--- src/design/u8dec_pkg.sv ---
`default_nettype none

package u8dec_pkg;

  localparam int unsigned MidQueueDepth = 2;
  localparam int unsigned OutQueueDepth = 2;

  // Byte classes as seen by the front end
  typedef enum logic [2:0] {
    CLS_ASCII = 3'd0,  // 0xxxxxxx
    CLS_CONT  = 3'd1,  // 10xxxxxx
    CLS_LEAD2 = 3'd2,  // 110xxxxx
    CLS_LEAD3 = 3'd3,  // 1110xxxx
    CLS_BAD   = 3'd4   // 1111xxxx
  } u8dec_cls_e;

  typedef enum logic [1:0] {
    ERR_NONE  = 2'd0,
    ERR_CONT  = 2'd1,
    ERR_TRUNC = 2'd2,
    ERR_LEAD  = 2'd3
  } u8dec_err_e;

  typedef struct packed {
    logic [7:0] data_byte;
    logic       string_end;
    u8dec_cls_e cls;
  } u8dec_item_t;

  typedef struct packed {
    logic [15:0] code_unit;
    u8dec_err_e  error_kind;
    logic        last_of_string;
  } u8dec_res_t;

endpackage

`default_nettype wire

--- src/design/u8dec_fifo.sv ---
`default_nettype none

module u8dec_fifo #(
  parameter int unsigned Width = 8,
  parameter int unsigned Depth = 2
) (
  input  wire logic             clk_i,
  input  wire logic             rst_ni,
  input  wire logic             push_i,
  input  wire logic [Width-1:0] wdata_i,
  output logic                  full_o,
  input  wire logic             pop_i,
  output logic      [Width-1:0] rdata_o,
  output logic                  empty_o
);

  localparam int unsigned PtrW = (Depth > 1) ? $clog2(Depth) : 1;
  localparam int unsigned CntW = $clog2(Depth + 1);

  logic [Width-1:0] mem_q [Depth];
  logic [PtrW-1:0]  wr_ptr_q, wr_ptr_d;
  logic [PtrW-1:0]  rd_ptr_q, rd_ptr_d;
  logic [CntW-1:0]  cnt_q, cnt_d;
  logic             do_push, do_pop;

  assign full_o  = (cnt_q == CntW'(Depth));
  assign empty_o = (cnt_q == '0);
  assign do_push = push_i && !full_o;
  assign do_pop  = pop_i && !empty_o;
  assign rdata_o = mem_q[rd_ptr_q];

  always_comb begin
    wr_ptr_d = wr_ptr_q;
    rd_ptr_d = rd_ptr_q;
    cnt_d    = cnt_q;
    if (do_push) begin
      wr_ptr_d = (wr_ptr_q == PtrW'(Depth - 1)) ? '0 : wr_ptr_q + PtrW'(1);
    end
    if (do_pop) begin
      rd_ptr_d = (rd_ptr_q == PtrW'(Depth - 1)) ? '0 : rd_ptr_q + PtrW'(1);
    end
    if (do_push && !do_pop) begin
      cnt_d = cnt_q + CntW'(1);
    end else if (do_pop && !do_push) begin
      cnt_d = cnt_q - CntW'(1);
    end
  end

  always_ff @(posedge clk_i or negedge rst_ni) begin
    if (!rst_ni) begin
      wr_ptr_q <= '0;
      rd_ptr_q <= '0;
      cnt_q    <= '0;
    end else begin
      wr_ptr_q <= wr_ptr_d;
      rd_ptr_q <= rd_ptr_d;
      cnt_q    <= cnt_d;
    end
  end

  always_ff @(posedge clk_i) begin
    if (do_push) begin
      mem_q[wr_ptr_q] <= wdata_i;
    end
  end

endmodule

`default_nettype wire

--- src/design/u8dec_front.sv ---
`default_nettype none

module u8dec_front (
  input  wire logic               push_i,
  input  wire logic [7:0]         data_byte_i,
  input  wire logic               string_end_i,
  input  wire logic               mid_full_i,
  output logic                    mid_push_o,
  output u8dec_pkg::u8dec_item_t  mid_item_o
);

  import u8dec_pkg::*;

  u8dec_cls_e cls;

  // Classify on the top bits of the byte
  always_comb begin
    if (data_byte_i inside {[8'h00:8'h7F]}) begin
      cls = CLS_ASCII;
    end else if (data_byte_i inside {[8'h80:8'hBF]}) begin
      cls = CLS_CONT;
    end else if (data_byte_i inside {[8'hC0:8'hDF]}) begin
      cls = CLS_LEAD2;
    end else if (data_byte_i inside {[8'hE0:8'hEF]}) begin
      cls = CLS_LEAD3;
    end else begin
      cls = CLS_BAD;
    end
  end

  assign mid_push_o            = push_i && !mid_full_i;
  assign mid_item_o.data_byte  = data_byte_i;
  assign mid_item_o.string_end = string_end_i;
  assign mid_item_o.cls        = cls;

endmodule

`default_nettype wire

--- src/design/u8dec_back.sv ---
`default_nettype none

module u8dec_back (
  input  wire logic                   clk_i,
  input  wire logic                   rst_ni,
  input  wire logic                   mid_empty_i,
  input  wire u8dec_pkg::u8dec_item_t mid_item_i,
  output logic                        mid_pop_o,
  input  wire logic                   res_full_i,
  output logic                        res_push_o,
  output u8dec_pkg::u8dec_res_t       res_o
);

  import u8dec_pkg::*;

  logic [1:0] pend_q, pend_d;
  logic [9:0] part_q, part_d;
  logic       disc_q, disc_d;
  logic       emit;
  logic       last;
  logic [7:0] b;

  assign b         = mid_item_i.data_byte;
  assign last      = mid_item_i.string_end;
  assign mid_pop_o = !mid_empty_i && !res_full_i;

  always_comb begin
    pend_d = pend_q;
    part_d = part_q;
    disc_d = disc_q;
    emit   = 1'b0;
    res_o.code_unit      = '0;
    res_o.error_kind     = ERR_NONE;
    res_o.last_of_string = last;

    if (mid_pop_o) begin
      if (disc_q) begin
        if (last) begin
          disc_d = 1'b0;
        end
      end else if (pend_q == 2'd0) begin
        case (mid_item_i.cls)
          CLS_ASCII: begin
            emit = 1'b1;
            res_o.code_unit = {8'h00, b};
          end
          CLS_LEAD2: begin
            if (last) begin
              emit = 1'b1;
              res_o.error_kind = ERR_TRUNC;
            end else begin
              part_d = {5'd0, b[4:0]};
              pend_d = 2'd1;
            end
          end
          CLS_LEAD3: begin
            if (last) begin
              emit = 1'b1;
              res_o.error_kind = ERR_TRUNC;
            end else begin
              part_d = {6'd0, b[3:0]};
              pend_d = 2'd2;
            end
          end
          default: begin
            emit = 1'b1;
            res_o.error_kind = ERR_LEAD;
          end
        endcase
      end else if (mid_item_i.cls != CLS_CONT) begin
        emit = 1'b1;
        res_o.error_kind = ERR_CONT;
      end else if (pend_q == 2'd1) begin
        emit = 1'b1;
        res_o.code_unit = {part_q, b[5:0]};
        pend_d = 2'd0;
        part_d = '0;
      end else if (last) begin
        emit = 1'b1;
        res_o.error_kind = ERR_TRUNC;
      end else begin
        part_d = {part_q[3:0], b[5:0]};
        pend_d = 2'd1;
      end

      // Any error: drop state, discard the rest unless this was the last byte
      if (emit && (res_o.error_kind != ERR_NONE)) begin
        pend_d = 2'd0;
        part_d = '0;
        disc_d = !last;
      end
    end
  end

  assign res_push_o = emit;

  always_ff @(posedge clk_i or negedge rst_ni) begin
    if (!rst_ni) begin
      pend_q <= 2'd0;
      part_q <= '0;
      disc_q <= 1'b0;
    end else begin
      pend_q <= pend_d;
      part_q <= part_d;
      disc_q <= disc_d;
    end
  end

`ifndef SYNTH
  a_pend_range: assert property (@(posedge clk_i) disable iff (!rst_ni)
    pend_q != 2'd3)
    else $error("pending count reached three");

  a_disc_idle: assert property (@(posedge clk_i) disable iff (!rst_ni)
    disc_q |-> (pend_q == 2'd0))
    else $error("discarding with a sequence in progress");

  a_err_disc: assert property (@(posedge clk_i) disable iff (!rst_ni)
    (res_push_o && (res_o.error_kind != ERR_NONE) && !last) |=> disc_q)
    else $error("error mid-string did not start discarding");

  a_push_pop: assert property (@(posedge clk_i) disable iff (!rst_ni)
    res_push_o |-> (mid_pop_o && !disc_q))
    else $error("result without a consumed byte");
`endif

endmodule

`default_nettype wire

--- src/design/utf8_to_ucs2_decoder_top.sv ---
`default_nettype none

// Channel  | Direction | Handshake         | Payload
// ---------+-----------+-------------------+----------------------------------------
// bytes    | in        | push / full       | data_byte_i[7:0], string_end_i
// results  | out       | pop / empty       | code_unit_o[15:0], error_kind_o[1:0],
//          |           |                   | last_of_string_o
//
// One byte is taken per cycle while full is low; the back end decodes one queued
// byte per cycle while the mid queue holds one and the result queue has room.
// A decoded byte that yields a result writes it into the result queue, and empty
// then falls. Bytes that produce no result leave nothing behind.
// Reset (rst_ni low, asynchronous) empties both queues and clears the decoder.
// While the result queue is full the back end holds; the mid queue then fills
// and full rises, so a stalled reader throttles the writer without loss.

module utf8_to_ucs2_decoder_top #(
  parameter int unsigned MidDepth = u8dec_pkg::MidQueueDepth,
  parameter int unsigned OutDepth = u8dec_pkg::OutQueueDepth
) (
  input  wire logic        clk_i,
  input  wire logic        rst_ni,
  input  wire logic        push,
  output logic             full,
  input  wire logic [7:0]  data_byte_i,
  input  wire logic        string_end_i,
  input  wire logic        pop,
  output logic             empty,
  output logic      [15:0] code_unit_o,
  output logic      [1:0]  error_kind_o,
  output logic             last_of_string_o
);

  import u8dec_pkg::*;

  localparam int unsigned ItemW = $bits(u8dec_item_t);
  localparam int unsigned ResW  = $bits(u8dec_res_t);

  u8dec_item_t      front_item;
  logic             front_push;
  logic             mid_full;
  logic             mid_empty;
  logic             mid_pop;
  logic [ItemW-1:0] mid_rdata;
  u8dec_item_t      mid_item;

  u8dec_res_t       back_res;
  logic             res_push;
  logic             res_full;
  logic [ResW-1:0]  out_rdata;
  u8dec_res_t       out_res;

  assign full = mid_full;

  // Front end: classify each byte on the way into the mid queue
  u8dec_front u_front (
    .push_i       (push),
    .data_byte_i  (data_byte_i),
    .string_end_i (string_end_i),
    .mid_full_i   (mid_full),
    .mid_push_o   (front_push),
    .mid_item_o   (front_item)
  );

  // Mid queue decouples acceptance from decoding
  u8dec_fifo #(
    .Width (ItemW),
    .Depth (MidDepth)
  ) u_mid_q (
    .clk_i   (clk_i),
    .rst_ni  (rst_ni),
    .push_i  (front_push),
    .wdata_i (front_item),
    .full_o  (mid_full),
    .pop_i   (mid_pop),
    .rdata_o (mid_rdata),
    .empty_o (mid_empty)
  );

  assign mid_item = u8dec_item_t'(mid_rdata);

  // Back end: sequence tracking, assembly and error handling
  u8dec_back u_back (
    .clk_i       (clk_i),
    .rst_ni      (rst_ni),
    .mid_empty_i (mid_empty),
    .mid_item_i  (mid_item),
    .mid_pop_o   (mid_pop),
    .res_full_i  (res_full),
    .res_push_o  (res_push),
    .res_o       (back_res)
  );

  // Result queue: holds finished results until the reader pops them
  u8dec_fifo #(
    .Width (ResW),
    .Depth (OutDepth)
  ) u_out_q (
    .clk_i   (clk_i),
    .rst_ni  (rst_ni),
    .push_i  (res_push),
    .wdata_i (back_res),
    .full_o  (res_full),
    .pop_i   (pop),
    .rdata_o (out_rdata),
    .empty_o (empty)
  );

  assign out_res          = u8dec_res_t'(out_rdata);
  assign code_unit_o      = out_res.code_unit;
  assign error_kind_o     = out_res.error_kind;
  assign last_of_string_o = out_res.last_of_string;

endmodule

`default_nettype wire
--- config.mk ---
export PLATFORM = sky130hd
export DESIGN_NAME = utf8_to_ucs2_decoder_top
export DESIGN_NICKNAME = d
export VERILOG_FILES = /design/src/design/u8dec_pkg.sv /design/src/design/u8dec_fifo.sv /design/src/design/u8dec_front.sv /design/src/design/u8dec_back.sv /design/src/design/utf8_to_ucs2_decoder_top.sv
export SDC_FILE = /design/constraint.sdc
export NUM_CORES = 1
export LEC_CHECK = 0
export BUFFER_PORTS_ARGS = -buffer_cell sky130_fd_sc_hd__buf_2
export CORE_MARGIN = 10
export CORE_UTILIZATION = 33
export CTS_BUF_LIST = sky130_fd_sc_hd__clkbuf_8
export DETAILED_ROUTE_END_ITERATION = 8
export PLACE_DENSITY = 0.5
export SLEW_MARGIN = 20
export SYNTH_ARGS = -nofsm -noshare
export SYNTH_HDL_FRONTEND = slang
export SYNTH_SLANG_ARGS = --single-unit
--- constraint.sdc ---
create_clock -name clk_i -period 5.6 [get_ports clk_i]
set_input_delay 0.56 -clock clk_i [delete_from_list [all_inputs] [get_ports clk_i]]
set_output_delay 0.56 -clock clk_i [all_outputs]
set_load 0.05 [all_outputs]
==> results of run 1 <==
report_power, final:
| part | internal (mW) | total, mW | switching, mW |
|---|---|---|---|
| sequential | 0.887 | 1.02 | 0.129 |
| clock | 0.160 | 0.376 | 0.216 |
| combinational | 0.325 | 0.988 | 0.663 |
metrics by stage:
stage               power [mW]  hold slack, ps  util [%]  cell area [um2]
finish                   2.380           184.1     38.33             3958
global route             2.526           191.3     38.33             3958
CTS                      2.418           179.2     38.31             3955
detailed placement       2.041           478.6     36.70             3789
global placement         2.035           466.8     36.70             3789
floorplan                1.803           264.4         -             3488
cell usage after synthesis, types with 3 or more instances:
master | n | area [um2]
inv_1 | 8 | 30.03
mux2_2 | 23 | 259.0
xnor2_1 | 9 | 78.83
a32o_2 | 3 | 33.78
a32o_1 | 7 | 70.07
dfrtp_1 | 21 | 525.5
nor2b_1 | 5 | 31.28
buf_6 | 3 | 33.78
xor2_1 | 4 | 35.03
a21oi_1 | 6 | 30.03
edfxtp_1 | 62 | 1862
clkbuf_1 | 3 | 11.26
nand2_1 | 4 | 15.01
mux2i_1 | 6 | 60.06
nor2_1 | 14 | 52.55
and2_1 | 9 | 56.30
a22o_1 | 4 | 35.03
state kept, by name (all words and copies together) (netlist names):
signal	count
u_out_q.cnt_q	2
u_mid_q.cnt_q	2
u_back.disc_q	1
u_mid_q.mem_q	24
u_back.part_q	10
u_mid_q.wr_ptr_q	1
u_out_q.mem_q	38
u_mid_q.rd_ptr_q	1
u_out_q.wr_ptr_q	1
u_back.pend_q	2
u_out_q.rd_ptr_q	1
per-layer routing:
layer / wire length (um) / share of wire [%]
met1: 2844 / 44
met2: 3165 / 49
met3: 265 / 4.1
met4: 119 / 1.9
met5: 0 / 0
worst min path at each step:
stage,cells past startpoint,from,to
global placement,1,u_back.part_q[9]$_DFFE_PN0P_,u_back.part_q[9]$_DFFE_PN0P_
CTS,1,rst_ni,u_back.part_q[3]$_DFFE_PN0P_
detailed placement,1,u_back.part_q[6]$_DFFE_PN0P_,u_back.part_q[6]$_DFFE_PN0P_
finish,1,rst_ni,u_mid_q.cnt_q[1]$_DFFE_PN0P_
floorplan,0,rst_ni,u_back.disc_q$_DFFE_PN0P_
global route,1,rst_ni,u_out_q.wr_ptr_q$_DFFE_PN0P_
layout make-up:
type	count	area, um2	area share [%]
inverter	9	33.78	0.8536
clock buffer	9	123.9	3.130
timing repair buffer	35	180.2	4.553
multi-input combinational	124	1020	25.77
sequential	83	2387	60.32
clock inverter	7	42.54	1.075
tap	136	170.2	4.300
kinds of logic after synthesis:
logic type | synth area share (%)
adder cells (fa/ha/maj) | 0.7172
AO/OA/AOI/OAI | 7.675
flip-flops | 68.44
XOR/XNOR | 3.264
buffers and inverters | 2.403
AND/OR/NAND/NOR | 7.963
multiplexers | 9.541
==> results.py, run 1 <==
metrics = {
    "cells_and_area": {
        "fillers": 966,
        "layout_commonest_cell": "edfxtp_1",
        "mostFrequentLayoutCells": "62 x edfxtp_1, 33 x buf_2, 23 x mux2_2",
        "fin_nets": 277,
        "fin_cells": 403,
        "drive_gt1_share_pct": 32.96,
        "synthToLayoutAreaGrowth_pct": 13.45,
        "n_antenna_cell": 0,
    },
    "yosys": {
        "synthesis.area_mm2": 0.003488,
        "synthArstFlopShare_pct": 25.30,
        "ys_seq_area_share_pct": 68.44,
        "avgSynthCellArea_um2": 15.64,
        "synth_edf_count": 62,
        "syn_inst": 223,
        "synth_nets": 238,
        "ys.flop_type": "edfxtp_1",
        "synth-seq-cells": 83,
        "synthDistinctLibCells": 43,
        "yosysWarnings": 0,
    },
    "die": {
        "start_util_pct": 33.79,
        "num_rows": 37,
        "die_width_um": 122.8,
        "core_area_mm2": 0.01032,
        "dieArea_mm2": 0.01508,
        "top_level_ports": 34,
        "die_y_um": 122.8,
    },
    "critical_path": {
        "critPathSlowestCell": "dfrtp_1",
        "r2r-start": "u_mid_q.rd_ptr_q$_DFFE_PN0P_",
        "crit_fanout": 16,
        "crit_chain": "mux2i_2, inv_2, a32o_1, a211oi_2, a32o_2",
        "rrSetupSlack_ps": 2910,
        "crit_path_end_kind": "register",
        "path_buf_inv": 1,
        "crit_required_ps": 5880,
        "critPathTopFamily": "compound AO/OA/AOI/OAI gates",
        "critPathLaunch": "u_mid_q.rd_ptr_q$_DFFE_PN0P_",
        "start_kind": "register",
        "crit_end": "u_back.part_q[6]$_DFFE_PN0P_",
        "crit_type": "register to register",
        "cp.depth": 5,
        "r2r_end": "u_back.part_q[6]$_DFFE_PN0P_",
        "arrival_ps": 2970,
        "reg2regPathDepth": 5,
        "cpPeakStageDelay_ps": 810,
    },
    "run_status": {
        "status": "finished clean",
    },
    "cts": {
        "htreeDepth": 3,
        "numCtsBuffers": 9,
        "root_buffer": "clkbuf_8",
        "clk_latency_ps": 350,
        "cts_resized": 0,
        "post_cts_buffers": 0,
        "cts_hold_buffers": 0,
        "cts_buffer_depth": 2,
        "cts_tree": "yes",
        "cts.clk_slew.worst_paths_ps": 80,
        "clock-sinks": 83,
    },
    "global_routing": {
        "antenna_found_initial": 0,
        "grt.total_usage_pct": 9.194,
        "gr-usage-met2_pct": 15.03,
        "grt_pass1_wl_mm": 10.49,
        "busiest_layer": "met2",
        "gr-usage-met3_pct": 2.893,
        "met1_usage_pct": 10.85,
        "grt_max_degree": 22,
        "grt_pass1_vias": 1968,
        "grt_overflow": 0,
    },
    "timing": {
        "min_period_ps": 2686,
        "clock.fmax_ghz": 0.3722,
        "fin_worst_skew_ps": 15.37,
        "slew_headroom_pct": 40.87,
        "worst_slew_pin_slew_ps": 887.0,
        "fin_ws_ps": 2914,
        "slew_violations": 0,
        "tns_ps": 0,
        "timing.final.crit_share_pct": 47.97,
        "finalHoldViolCount": 0,
        "setup_viol": 0,
        "rsz0062_at_grt": "false",
    },
    "hold_path": {
        "hp-class": "primary input to async pin",
    },
    "pwr": {
        "power.leakage_nw": 1.512,
        "ir_worst_vdd_v": 0.0001764,
        "power-per-cell-area_mw_per_mm2": 601.4,
    },
    "place": {
        "portBuffers": 33,
        "place_congestion": 0.7222,
        "hpwl_mm": 4.509,
        "pre_cts_slack_ps": 2920,
        "dp.cells": 387,
    },
    "route": {
        "drt_iter0_drc": 78,
        "via_count": 1884,
        "antenna_left": 0,
        "firstDrtPassIters": 2,
        "drc": 0,
        "wirelength_mm": 6.395,
        "avgViaCountPerCell": 4.675,
        "wire_per_inst_um": 15.87,
    },
    "flow_run": {
        "maxCapViolCount": 0,
    },
}
No activity file was read; power rests on OpenSTA's default activity.
==> run 2, diff against run 1 <==
PLACE_DENSITY = 0.51   (was 0.5)
clock period = 2.3 ns   (was 5.6 ns; I/O delays follow)
==> results.py, run 2 (synthesis gave the netlist of run 1 again) <==
metrics = {
    "critical_path": {
        "critPathSlowestCell": "dfrtp_1",
        "crit_chain": "or3b_4, a21boi_2, nand2_2, nand3_1, inv_1, ha_1, xor2_1, nor2_1, xnor2_1",
        "crit_type": "register to register",
        "cpPeakStageDelay_ps": 510,
        "crit_fanout": 9,
        "crit_required_ps": 2570,
        "crit_path_end_kind": "register",
        "start_kind": "register",
        "arrival_ps": 2350,
        "rrSetupSlack_ps": 220,
    },
    "pwr": {
        "power-per-cell-area_mw_per_mm2": 1530,
        "p_sw_share_pct": 38.57,
        "ir_worst_vdd_v": 0.0005159,
        "power.leakage_nw": 1.624,
        "power_mw": 6.386,
        "power_frac_comb_pct": 41.4,
        "p_sw_mw": 2.463,
        "p_int_mw": 3.923,
        "power.share.clock_pct": 21.2,
        "seq_power_share_pct": 37.5,
    },
    "route": {
        "wire_per_inst_um": 15.19,
        "antenna_left": 0,
        "avgViaCountPerCell": 4.667,
        "firstDrtPassIters": 4,
        "via_count": 1946,
        "drt_iter0_drc": 81,
        "wirelength_mm": 6.334,
        "drc": 0,
    },
    "cells_and_area": {
        "n_antenna_cell": 0,
        "fin_cells": 417,
        "regMostFlops": "u_out_q.mem_q",
        "drive_gt1_share_pct": 35.94,
        "largest_reg_flops": 38,
        "top_regs": "u_out_q.mem_q: 38 flops, u_mid_q.mem_q: 24 flops, u_back.part_q: 10 flops",
        "layout_commonest_cell": "edfxtp_1",
        "final_area_mm2": 0.004173,
        "fin_nets": 291,
        "synthToLayoutAreaGrowth_pct": 19.62,
        "mostFrequentLayoutCells": "62 x edfxtp_1, 33 x buf_2, 23 x mux2_2",
    },
    "place": {
        "dp.cells": 400,
        "hpwl_mm": 4.517,
        "portBuffers": 33,
        "place_area_mm2": 0.003899,
        "pre_cts_slack_ps": 226.7,
        "place_congestion": 0.7596,
    },
    "cts": {
        "htreeDepth": 3,
        "cts_tree": "yes",
        "cts.clk_slew.worst_paths_ps": 80,
        "clock-sinks": 83,
        "root_buffer": "clkbuf_8",
        "clk_latency_ps": 340,
        "cts_buffer_depth": 2,
        "numCtsBuffers": 9,
    },
    "timing": {
        "fin_ws_ps": 218.6,
        "finalHoldViolCount": 0,
        "timing.final.crit_share_pct": 90.49,
        "tns_ps": 0,
        "clock.fmax_ghz": 0.4805,
        "fin_worst_skew_ps": 8.520,
        "rsz0062_at_grt": "false",
        "min_period_ps": 2081,
        "slew_headroom_pct": 61.84,
        "slew_violations": 0,
        "worst_slew_pin_slew_ps": 572.4,
        "setup_viol": 0,
    },
    "die": {
        "num_rows": 37,
        "die_width_um": 122.8,
        "start_util_pct": 33.79,
        "dieArea_mm2": 0.01508,
        "core_area_mm2": 0.01032,
        "die_y_um": 122.8,
        "top_level_ports": 34,
    },
    "flow_run": {
        "maxCapViolCount": 0,
    },
    "global_routing": {
        "grt_pass1_vias": 1999,
        "grt_pass1_wl_mm": 10.57,
        "grt.total_usage_pct": 9.013,
        "antenna_found_initial": 0,
        "grt_max_degree": 22,
        "grt_overflow": 0,
    },
    "hold_path": {
        "hp-class": "primary input to register",
    },
    "run_status": {
        "status": "finished clean",
    },
}
run 2: cell count changes in the layout (fill, tap and decap cells not counted), sizes merged:
cell         change
buf             +13
bufinv           +4
inv              -3
clkinv           -1
dlygate4sd3      +1
run 2: routing by layer:
layer / share of wire (%) / vias up / wire length [um] / track usage (%)
li1: - / 940 / - / -
met1: 47 / 950 / 2978 / 11.76
met2: 47 / 49 / 2951 / 13.79
met3: 4.7 / 7 / 298 / 2.112
met4: 1.7 / 0 / 106 / 4.418
met5: 0 / - / 0 / 0
run 2: layout make-up:
type | count | area (um2)
Fill cell | 957 | 6151
Sequential cell | 83 | 2387
Clock buffer | 9 | 123.9
Clock inverter | 7 | 140.1
Inverter | 9 | 33.78
Timing Repair Buffer | 49 | 300.3
Tap cell | 136 | 170.2
Multi-Input combinational cell | 124 | 1017
run 2: worst paths after layout:
kind / to / startpoint / cells past startpoint
worst max-delay path: u_out_q.cnt_q[1]$_DFFE_PN0P_ / u_mid_q.rd_ptr_q$_DFFE_PN0P_ / 9
worst min-delay path: u_mid_q.mem_q[0][6]$_DFFE_PP_ / data_byte_i[2] / 1
worst max register to register: u_out_q.cnt_q[1]$_DFFE_PN0P_ / u_mid_q.rd_ptr_q$_DFFE_PN0P_ / 9
worst min register to register: u_back.part_q[9]$_DFFE_PN0P_ / u_back.part_q[9]$_DFFE_PN0P_ / 1
max in group asynchronous: u_back.part_q[6]$_DFFE_PN0P_ / rst_ni / 2
min in group asynchronous: u_back.part_q[4]$_DFFE_PN0P_ / rst_ni / 2
run 2: what timing repair did:
item | 4_1_cts | 5_1_grt
gates resized for setup | 0 | 0
endpoints found under the hold margin | 21 | 0
setup buffers | 0 | 0
hold buffers | 1 | 0
run 2: critical path: cells and delay by family, from the launching register on:
family / cells / cell delay, ps
XOR/XNOR: 2 / 260
adder cells (fa/ha/maj): 1 / 180
buffers and inverters: 1 / 50
AND/OR/NAND/NOR: 4 / 800
AO/OA/AOI/OAI: 1 / 200
flip-flops: 1 / 510
run 2: power by group through the flow:
stage               Sequential, mW  Clock, mW  Combinational (mW)
detailed placement            2.43          0                2.69
global route                  2.45       1.45                2.87
finish                        2.39       1.35                2.64
CTS                           2.40       1.38                2.70
floorplan                     2.33          0                2.06
global placement              2.41          0                2.69
run 2: through the flow:
step	hold slack, ps	utilization [%]
global route	59.62	40.42
global placement	233.5	37.77
finish	73.96	40.42
detailed placement	230.2	37.77
floorplan	-65.59	-
CTS	60.17	40.42
